<file path="src/hw/rtl/assert_macros.svh">
// assertion macros used by the top-level rtl file of the keystream cipher
`ifndef ASSERT_MACROS_SVH
`define ASSERT_MACROS_SVH

// property that must hold at every clock edge out of reset
`define DNK_ASSERT_ALWAYS(lbl, expr) \
    lbl: assert property (@(posedge i_clk) disable iff (!i_rst_n) (expr)) \
        else $error("dnk assertion failed");

// consequence that must hold in the cycle after the antecedent
`define DNK_ASSERT_NEXT(lbl, ante, cons) \
    lbl: assert property (@(posedge i_clk) disable iff (!i_rst_n) (ante) |=> (cons)) \
        else $error("dnk assertion failed");

`endif

</file>
<file path="src/hw/rtl/dnk_pkg.sv">
// shared constants and types of the dual nfsr keystream cipher
`timescale 1ns / 1ps

package dnk_pkg;

    localparam int KEY_LEN    = 56;
    localparam int LOAD_STEPS = 122;
    localparam int DIFF_STEPS = 128;
    localparam int ENC_STEPS  = 8;
    localparam int KEY_TAP    = 120 - KEY_LEN;
    localparam int SHORT_LEN  = 31;
    localparam int LONG_LEN   = 90;
    localparam int CNT_W      = 7;

    // sequencer states
    typedef enum logic [2:0] {
        S_IDLE,
        S_LOAD,
        S_DIFF,
        S_ENC,
        S_DONE
    } t_state;

    // kind of register step
    typedef enum logic [1:0] {
        OP_LOAD,
        OP_DIFF,
        OP_ENC
    } t_step_op;

    // per-cycle step control from sequencer to datapath
    typedef struct packed {
        logic     step;
        t_step_op op;
        logic     key_sel;
    } t_step_ctl;

endpackage

</file>
<file path="src/hw/rtl/dnk_nfsr.sv">
// short and long nonlinear feedback registers, one step per cycle while step is set
`timescale 1ns / 1ps

module dnk_nfsr (
    input  logic               i_clk,
    input  logic               i_rst_n,
    input  dnk_pkg::t_step_ctl i_ctl,
    input  logic               i_key_bit,
    output logic               o_ks_bit
);
    import dnk_pkg::*;

    logic [SHORT_LEN-1:0] r_s, n_s;
    logic [LONG_LEN-1:0]  r_b, n_b;
    logic                 w_nx, w_ny, w_na;
    logic                 w_s_top, w_b_top;

    // short register feedback
    always_comb begin
        w_nx = r_s[0] ^ r_s[2] ^ r_s[5] ^ r_s[6] ^ r_s[15] ^ r_s[17] ^ r_s[18]
             ^ r_s[20] ^ r_s[25]
             ^ (r_s[8] & r_s[18]) ^ (r_s[8] & r_s[20]) ^ (r_s[12] & r_s[21])
             ^ (r_s[14] & r_s[19]) ^ (r_s[17] & r_s[21]) ^ (r_s[20] & r_s[22])
             ^ (r_s[4] & r_s[12] & r_s[22]) ^ (r_s[4] & r_s[19] & r_s[22])
             ^ (r_s[7] & r_s[20] & r_s[21]) ^ (r_s[8] & r_s[18] & r_s[22])
             ^ (r_s[8] & r_s[20] & r_s[22]) ^ (r_s[12] & r_s[19] & r_s[22])
             ^ (r_s[20] & r_s[21] & r_s[22])
             ^ (r_s[4] & r_s[7] & r_s[12] & r_s[21])
             ^ (r_s[4] & r_s[7] & r_s[19] & r_s[21])
             ^ (r_s[4] & r_s[12] & r_s[21] & r_s[22])
             ^ (r_s[4] & r_s[19] & r_s[21] & r_s[22])
             ^ (r_s[7] & r_s[8] & r_s[18] & r_s[21])
             ^ (r_s[7] & r_s[8] & r_s[20] & r_s[21])
             ^ (r_s[7] & r_s[12] & r_s[19] & r_s[21])
             ^ (r_s[8] & r_s[18] & r_s[21] & r_s[22])
             ^ (r_s[8] & r_s[20] & r_s[21] & r_s[22])
             ^ (r_s[12] & r_s[19] & r_s[21] & r_s[22]);
    end

    // long register feedback
    always_comb begin
        w_ny = r_s[0] ^ r_b[0] ^ r_b[24] ^ r_b[49] ^ r_b[79] ^ r_b[84]
             ^ (r_b[3] & r_b[59]) ^ (r_b[10] & r_b[12]) ^ (r_b[15] & r_b[16])
             ^ (r_b[25] & r_b[53]) ^ (r_b[35] & r_b[42]) ^ (r_b[55] & r_b[58])
             ^ (r_b[60] & r_b[74])
             ^ (r_b[20] & r_b[22] & r_b[23]) ^ (r_b[62] & r_b[68] & r_b[72])
             ^ (r_b[77] & r_b[80] & r_b[81] & r_b[83]);
    end

    // keystream output bit
    always_comb begin
        w_na = r_b[5] ^ r_b[7] ^ r_b[11] ^ r_b[30] ^ r_b[40] ^ r_b[45] ^ r_b[54]
             ^ r_b[71]
             ^ (r_b[4] & r_b[21]) ^ (r_b[9] & r_b[52]) ^ (r_b[18] & r_b[37])
             ^ (r_b[44] & r_b[76]) ^ (r_b[8] & r_b[82])
             ^ (r_b[34] & r_b[67] & r_b[73])
             ^ (r_b[2] & r_b[28] & r_b[41] & r_b[65])
             ^ (r_b[13] & r_b[29] & r_b[50] & r_b[64] & r_b[75])
             ^ (r_b[6] & r_b[14] & r_b[26] & r_b[32] & r_b[47] & r_b[61])
             ^ (r_b[1] & r_b[19] & r_b[27] & r_b[43] & r_b[57] & r_b[66] & r_b[78])
             ^ r_s[23] ^ (r_s[3] & r_s[16]) ^ (r_s[9] & r_s[13] & r_b[48])
             ^ (r_s[1] & r_s[24] & r_b[38] & r_b[63]);
    end

    // new top bits by step kind
    always_comb begin
        case (i_ctl.op)
            OP_LOAD: begin
                w_s_top = i_ctl.key_sel ? i_key_bit : r_b[KEY_TAP];
                w_b_top = r_s[0];
            end
            OP_DIFF: begin
                w_s_top = w_nx ^ w_na;
                w_b_top = w_ny ^ w_na;
            end
            OP_ENC: begin
                w_s_top = w_nx;
                w_b_top = w_ny;
            end
            default: begin
                w_s_top = w_nx;
                w_b_top = w_ny;
            end
        endcase
        n_s = {w_s_top, r_s[SHORT_LEN-1:1]};
        n_b = {w_b_top, r_b[LONG_LEN-1:1]};
    end

    // register shift
    always_ff @(posedge i_clk) begin
        if (!i_rst_n) begin
            r_s <= '0;
            r_b <= '0;
        end else if (i_ctl.step) begin
            r_s <= n_s;
            r_b <= n_b;
        end
    end

    assign o_ks_bit = w_na;

endmodule

</file>
<file path="src/hw/rtl/dnk_ctrl.sv">
// step sequencer for load, diffusion and encrypt runs
`timescale 1ns / 1ps

module dnk_ctrl (
    input  logic               i_clk,
    input  logic               i_rst_n,
    input  logic               i_in_req,
    input  logic               i_mode,
    input  logic               i_out_free,
    output dnk_pkg::t_step_ctl o_ctl,
    output logic               o_busy,
    output logic               o_finish
);
    import dnk_pkg::*;

    t_state           r_state, n_state;
    logic [CNT_W-1:0] r_count, n_count;

    // state and counter registers
    always_ff @(posedge i_clk) begin
        if (!i_rst_n) begin
            r_state <= S_IDLE;
            r_count <= '0;
        end else begin
            r_state <= n_state;
            r_count <= n_count;
        end
    end

    // next state and step control
    always_comb begin
        n_state       = r_state;
        n_count       = r_count;
        o_ctl.step    = 1'b0;
        o_ctl.op      = OP_ENC;
        o_ctl.key_sel = 1'b0;
        o_finish      = 1'b0;
        case (r_state)
            S_IDLE: begin
                if (i_in_req) begin
                    n_count = '0;
                    n_state = i_mode ? S_ENC : S_LOAD;
                end
            end
            S_LOAD: begin
                o_ctl.step    = 1'b1;
                o_ctl.op      = OP_LOAD;
                o_ctl.key_sel = (r_count < CNT_W'(KEY_LEN));
                if (r_count == CNT_W'(LOAD_STEPS - 1)) begin
                    n_count = '0;
                    n_state = S_DIFF;
                end else begin
                    n_count = r_count + 1'b1;
                end
            end
            S_DIFF: begin
                o_ctl.step = 1'b1;
                o_ctl.op   = OP_DIFF;
                if (r_count == CNT_W'(DIFF_STEPS - 1)) begin
                    n_count = '0;
                    n_state = S_DONE;
                end else begin
                    n_count = r_count + 1'b1;
                end
            end
            S_ENC: begin
                o_ctl.step = 1'b1;
                o_ctl.op   = OP_ENC;
                if (r_count == CNT_W'(ENC_STEPS - 1)) begin
                    n_count = '0;
                    n_state = S_DONE;
                end else begin
                    n_count = r_count + 1'b1;
                end
            end
            S_DONE: begin
                if (i_out_free) begin
                    o_finish = 1'b1;
                    n_state  = S_IDLE;
                end
            end
            default: begin
                n_state = S_IDLE;
                n_count = '0;
            end
        endcase
    end

    assign o_busy = (r_state != S_IDLE);

endmodule

</file>
<file path="src/hw/rtl/dual_nfsr_keystream_cipher.sv">
// top level of the dual nfsr keystream cipher
`timescale 1ns / 1ps
//
// Stream cipher with a 31-bit and a 90-bit nonlinear feedback register.
// Configuration: i_cfg_we with i_cfg_data writes the 56-bit key; it is used
// only when an init request is processed. Write it while the block is idle.
// Input channel: i_in_valid / o_in_stall carry i_mode and i_data_byte.
// mode 0 loads the key (122 steps) and diffuses it (128 steps); mode 1
// runs 8 steps and returns i_data_byte XOR the keystream byte, first bit MSB.
// Output channel: o_out_valid / i_out_stall carry o_result_byte and
// o_init_done; one result per request, held in an output register.
// Both registers step once per cycle while a run is in progress. An encrypt
// request steps in S_ENC, an init request in S_LOAD and then S_DIFF; each run
// hands its result over in S_DONE, and the block returns to S_IDLE before
// it takes the next request. One request is in work at a time; the next
// is accepted while the previous result still waits in the output register.
// A stalled receiver holds the result; a finished run then waits until the
// output register frees before it hands over its result.
// Reset clears both feedback registers, the key, sequencer and output valid.
//
module dual_nfsr_keystream_cipher (
    input  logic        i_clk,
    input  logic        i_rst_n,
    input  logic        i_cfg_we,
    input  logic [55:0] i_cfg_data,
    input  logic        i_in_valid,
    output logic        o_in_stall,
    input  logic        i_mode,
    input  logic [7:0]  i_data_byte,
    output logic        o_out_valid,
    input  logic        i_out_stall,
    output logic [7:0]  o_result_byte,
    output logic        o_init_done
);
    import dnk_pkg::*;

    logic [KEY_LEN-1:0] r_cipher_key;
    logic [KEY_LEN-1:0] r_key_sr;
    logic [7:0]         r_data;
    logic               r_mode;
    logic               r_out_valid;
    logic [7:0]         r_result;
    logic               r_init_done;
    logic               w_in_req;
    logic               w_out_free;
    logic               w_busy;
    logic               w_finish;
    logic               w_ks_bit;
    t_step_ctl          w_ctl;

    assign w_in_req   = i_in_valid && !w_busy;
    assign w_out_free = !r_out_valid || !i_out_stall;

    // key register
    always_ff @(posedge i_clk) begin
        if (!i_rst_n) begin
            r_cipher_key <= '0;
        end else if (i_cfg_we) begin
            r_cipher_key <= i_cfg_data;
        end
    end

    // key bit shifter and data byte rotator
    always_ff @(posedge i_clk) begin
        if (w_in_req) begin
            r_mode <= i_mode;
            r_data <= i_data_byte;
            if (!i_mode) begin
                r_key_sr <= r_cipher_key;
            end
        end else if (w_ctl.step) begin
            if (w_ctl.op == OP_LOAD && w_ctl.key_sel) begin
                r_key_sr <= {1'b0, r_key_sr[KEY_LEN-1:1]};
            end
            if (w_ctl.op == OP_ENC) begin
                r_data <= {r_data[6:0], r_data[7] ^ w_ks_bit};
            end
        end
    end

    // output valid
    always_ff @(posedge i_clk) begin
        if (!i_rst_n) begin
            r_out_valid <= 1'b0;
        end else if (w_finish) begin
            r_out_valid <= 1'b1;
        end else if (!i_out_stall) begin
            r_out_valid <= 1'b0;
        end
    end

    // output payload
    always_ff @(posedge i_clk) begin
        if (w_finish) begin
            r_result    <= r_mode ? r_data : 8'd0;
            r_init_done <= !r_mode;
        end
    end

    dnk_ctrl u_ctrl (
        .i_clk      (i_clk),
        .i_rst_n    (i_rst_n),
        .i_in_req   (w_in_req),
        .i_mode     (i_mode),
        .i_out_free (w_out_free),
        .o_ctl      (w_ctl),
        .o_busy     (w_busy),
        .o_finish   (w_finish)
    );

    dnk_nfsr u_nfsr (
        .i_clk     (i_clk),
        .i_rst_n   (i_rst_n),
        .i_ctl     (w_ctl),
        .i_key_bit (r_key_sr[0]),
        .o_ks_bit  (w_ks_bit)
    );

    assign o_in_stall    = w_busy;
    assign o_out_valid   = r_out_valid;
    assign o_result_byte = r_result;
    assign o_init_done   = r_init_done;

    // checks
`include "assert_macros.svh"
    `DNK_ASSERT_NEXT(a_busy_after_req, w_in_req, o_in_stall)
    `DNK_ASSERT_ALWAYS(a_init_zero_byte, !(o_out_valid && o_init_done) || o_result_byte == 8'd0)
    `DNK_ASSERT_ALWAYS(a_no_overwrite, !(w_finish && r_out_valid && i_out_stall))
    `DNK_ASSERT_ALWAYS(a_step_only_busy, !w_ctl.step || w_busy)

endmodule
</file>
<file path="config.mk">
export PLATFORM = sky130hd
export DESIGN_NAME = dual_nfsr_keystream_cipher
export DESIGN_NICKNAME = d
export VERILOG_FILES = /design/src/hw/rtl/dnk_pkg.sv /design/src/hw/rtl/dnk_nfsr.sv /design/src/hw/rtl/dnk_ctrl.sv /design/src/hw/rtl/dual_nfsr_keystream_cipher.sv
export VERILOG_INCLUDE_DIRS = /design/src /design/src/hw/rtl
export SDC_FILE = /design/constraint.sdc
export NUM_CORES = 1
export LEC_CHECK = 0
export BUFFER_PORTS_ARGS = -buffer_cell sky130_fd_sc_hd__clkbuf_2
export CAP_MARGIN = 20
export CORE_MARGIN = 4
export CORE_UTILIZATION = 50
export CTS_CLUSTER_DIAMETER = 120
export DETAILED_ROUTE_END_ITERATION = 10
export PLACE_DENSITY = 0.66
export SYNTH_ARGS = -nofsm -noshare
export SYNTH_HDL_FRONTEND = slang
export SYNTH_SLANG_ARGS = --single-unit
</file>
<file path="constraint.sdc">
create_clock -name i_clk -period 17.67 [get_ports i_clk]
set_clock_uncertainty 0.1 [all_clocks]
set_input_delay 0 -clock i_clk [delete_from_list [all_inputs] [get_ports i_clk]]
set_output_delay 0 -clock i_clk [all_outputs]
set_load 0.01 [all_outputs]
</file>
==> results.ini <==
[status]
run_status = finished, final reports clean

[clock_tree]
cts_max_level = 1
tritoncts.num_buffers = 28
clock_sinks = 262
cts_setup_buffers = 0
cts.clk_slew.worst_paths_ps = 60
clk_latency_ps = 530
tritoncts = done
clockRootBuffer = clkbuf_16
max-clock-path-buffers = 3

[final_layout]
area_growth_syn_to_layout_pct = 18.84
finish.net_count = 1256
finalNonFillerCells = 1484
antenna_cells_inserted = 0
utilization = 0.6029
fraction_of_layout_instances_using_a_drive_strength_above_1 = 0.1611

[timing]
finalSetupViolations = 0
max_slew_margin = 0.3444
grt_setup_unrepaired = false
fin_hold_ws_ps = 31.52
finalCritPeriodShare = 0.1573
period_minus_slack_ps = 2779
report.final.hold_viol_count = 0
final_max_slew_viol_count = 0
timing.fmax_mhz = 359.9
worst_slew_pin_slew_ps = 983.4
setup_total_negative_slack_ps = 0

[synth]
yosys.cell_types.count = 46
synth_edf_count = 74
synth.cell_area_um2 = 11040
async_flop_share = 0
postSynth.topFlopCell = dfxtp_1
synthesis.nets = 1141
synthesis.area_per_instance_um2 = 10.32
number_of_cells_produced_by_synthesis = 1069
yosysWarnings = 0
sequential_cell_area_fraction_in_the_yosys_report = 0.5423
synth_seq_cells = 262

[detailed_routing]
avgViaCountPerCell = 5.027
drt_first_iter_violations = 453
drt_first_pass_iters = 4
route.detailed.drc = 0
vias = 7460
postRouteWirelength_um = 21080
drt.antenna.violating_nets = 0
avgRoutedWirePerCell_um = 14.21

[pwr]
leakage_uw = 0.004757
peakVddDrop_mv = 0.05804
power_density_nw_per_um2 = 101.4
totalPowerFinal_uw = 1330

[grt]
wire_length_of_the_first_global_routing_pass_um = 35020
grt_overall_usage = 0.1688
grt_max_degree = 103
groute.layer.met3.usage = 0.02738
fraction_of_met1_tracks_used_by_global_routing = 0.2359
overflow = 0
number_of_global_route_vias_before_repair = 7137
grt-busiest-layer = met2
antenna_found_initial = 0
grt_use_met2 = 0.2760

[die]
floorplan.initialDensity = 0.5073
die_width_um = 156.6
placement_rows = 54
io-pin-count = 81
fp.coreArea_um2 = 21760
die-area_um2 = 24510
die_h_um = 156.6

[worst_setup_path]
cp-start-kind = flip-flop
cp_data_required_time_ps = 18000
timing.critical_path.arrival_ps = 3110
critical_path.endpoint_type = flip-flop
criticalPathCategory = flip-flop to flip-flop
cp_max_fo = 87

[placement]
place.detailed.hpwl_um = 12520
gp_congestion = 0.8248
port-buffer-count = 80
dp.cells = 1367

[job]
timing.max_cap.violations = 0

[hold_path]
min-delay-path-class = input port to flip-flop

## report_power, final
group          internal, uW  switching (uW)
Clock                   318             220
Sequential              657            11.7
Combinational          56.5            66.9
## worst max-delay path: stages, from the launching register on
cell and delay, ps:
dfxtp_1 460, nor2_1 530, or2_4 490, buf_4 760, nand2_1 110, a21boi_0 210
## final cells by class
class | count | area (um^2)
Clock inverter | 3 | 15.01
Tap cell | 280 | 350.3
Sequential cell | 262 | 5986
Fill cell | 1823 | 8640
Multi-Input combinational cell | 734 | 4796
Clock buffer | 47 | 833.3
Timing Repair Buffer | 152 | 1114
Inverter | 6 | 22.52
## stage by stage
step	cell area [um^2]	setup WS, ps
global route	13120	14590
CTS	13120	14870
finish	13120	14890
detailed placement	11600	14910
floorplan	11040	12070
global placement	11600	14960
## synth_stat cells (all sizes together) (9+ instances only)
cell / instances / area [um^2]
nand2: 271 / 1017
dfxtp: 188 / 3764
a21boi: 122 / 915.9
edfxtp: 74 / 2222
mux2: 65 / 735.7
nor2b: 64 / 400.4
clkbuf: 59 / 221.5
mux2i: 57 / 570.6
xnor2: 38 / 332.8
nor2: 20 / 75.07
nand3: 12 / 60.06
and2: 11 / 68.82
xor2: 9 / 78.83
## logic make-up (layout without fill, tap and decap cells)
logic type	Yosys count	after routing	synth area share
adders and majority gates	2	2	0.002267
muxes	122	122	0.1184
AOI/OAI and AO/OA	154	154	0.1023
xor gates and xnor gates	51	51	0.04557
and+or+nand+nor	405	405	0.1632
buffers and inverters	73	208	0.02596
DFF	262	262	0.5423
## flip-flops by register name, indices dropped and copies added (netlist names), 3 cells and up
name	count
u_nfsr.r_s	31
u_ctrl.r_state	3
r_cipher_key	56
u_nfsr.r_b	90
r_data	8
u_ctrl.r_count	7
o_result_byte	8
r_key_sr	56
## worst paths after layout
path | start | to | slack (ps) | depth (start not counted)
setup / recovery | u_ctrl.r_state[1] | u_nfsr.r_b[0] | 14890 | 5
hold / removal | i_rst_n | u_nfsr.r_s[11] | 30 | 2
setup reg to reg | u_ctrl.r_state[1] | u_nfsr.r_b[0] | 14890 | 5
hold reg to reg | u_nfsr.r_b[87] | u_nfsr.r_b[86] | 360 | 2
## per-layer routing
metal	wire length, um	vias up
li1	-	3843
met1	10060	3486
met2	9893	103
met3	812	28
met4	320	0
met5	0	-
## repair_timing
action                     4_1_cts  5_1_grt
resized for setup                0        0
hold endpoints to repair        84        0
setup endpoints to repair        0        0
hold buffers                    67        0
## placed cells by master (no fill, tap or decap), types with 4 or more instances in the layout
| cell | synthesis | final |
|---|---|---|
| clkbuf_16 | 0 | 29 |
| and2_1 | 11 | 11 |
| a21oi_1 | 8 | 8 |
| xnor2_1 | 38 | 38 |
| mux2i_1 | 57 | 57 |
| nor2b_1 | 64 | 64 |
| clkbuf_8 | 0 | 4 |
| o21ai_0 | 8 | 8 |
| inv_1 | 6 | 6 |
| clkbuf_2 | 0 | 78 |
| nand4_1 | 8 | 8 |
| dfxtp_1 | 188 | 188 |
| dlygate4sd3_1 | 0 | 67 |
| clkbuf_1 | 59 | 14 |
| nand2_1 | 271 | 270 |
| nor2_1 | 20 | 19 |
| mux2_2 | 64 | 64 |
| buf_4 | 0 | 7 |
| xor2_1 | 9 | 9 |
| edfxtp_1 | 74 | 74 |
| a21boi_0 | 122 | 122 |
| nand3_1 | 12 | 12 |
Note: power is estimated with default switching activity, not from simulation.
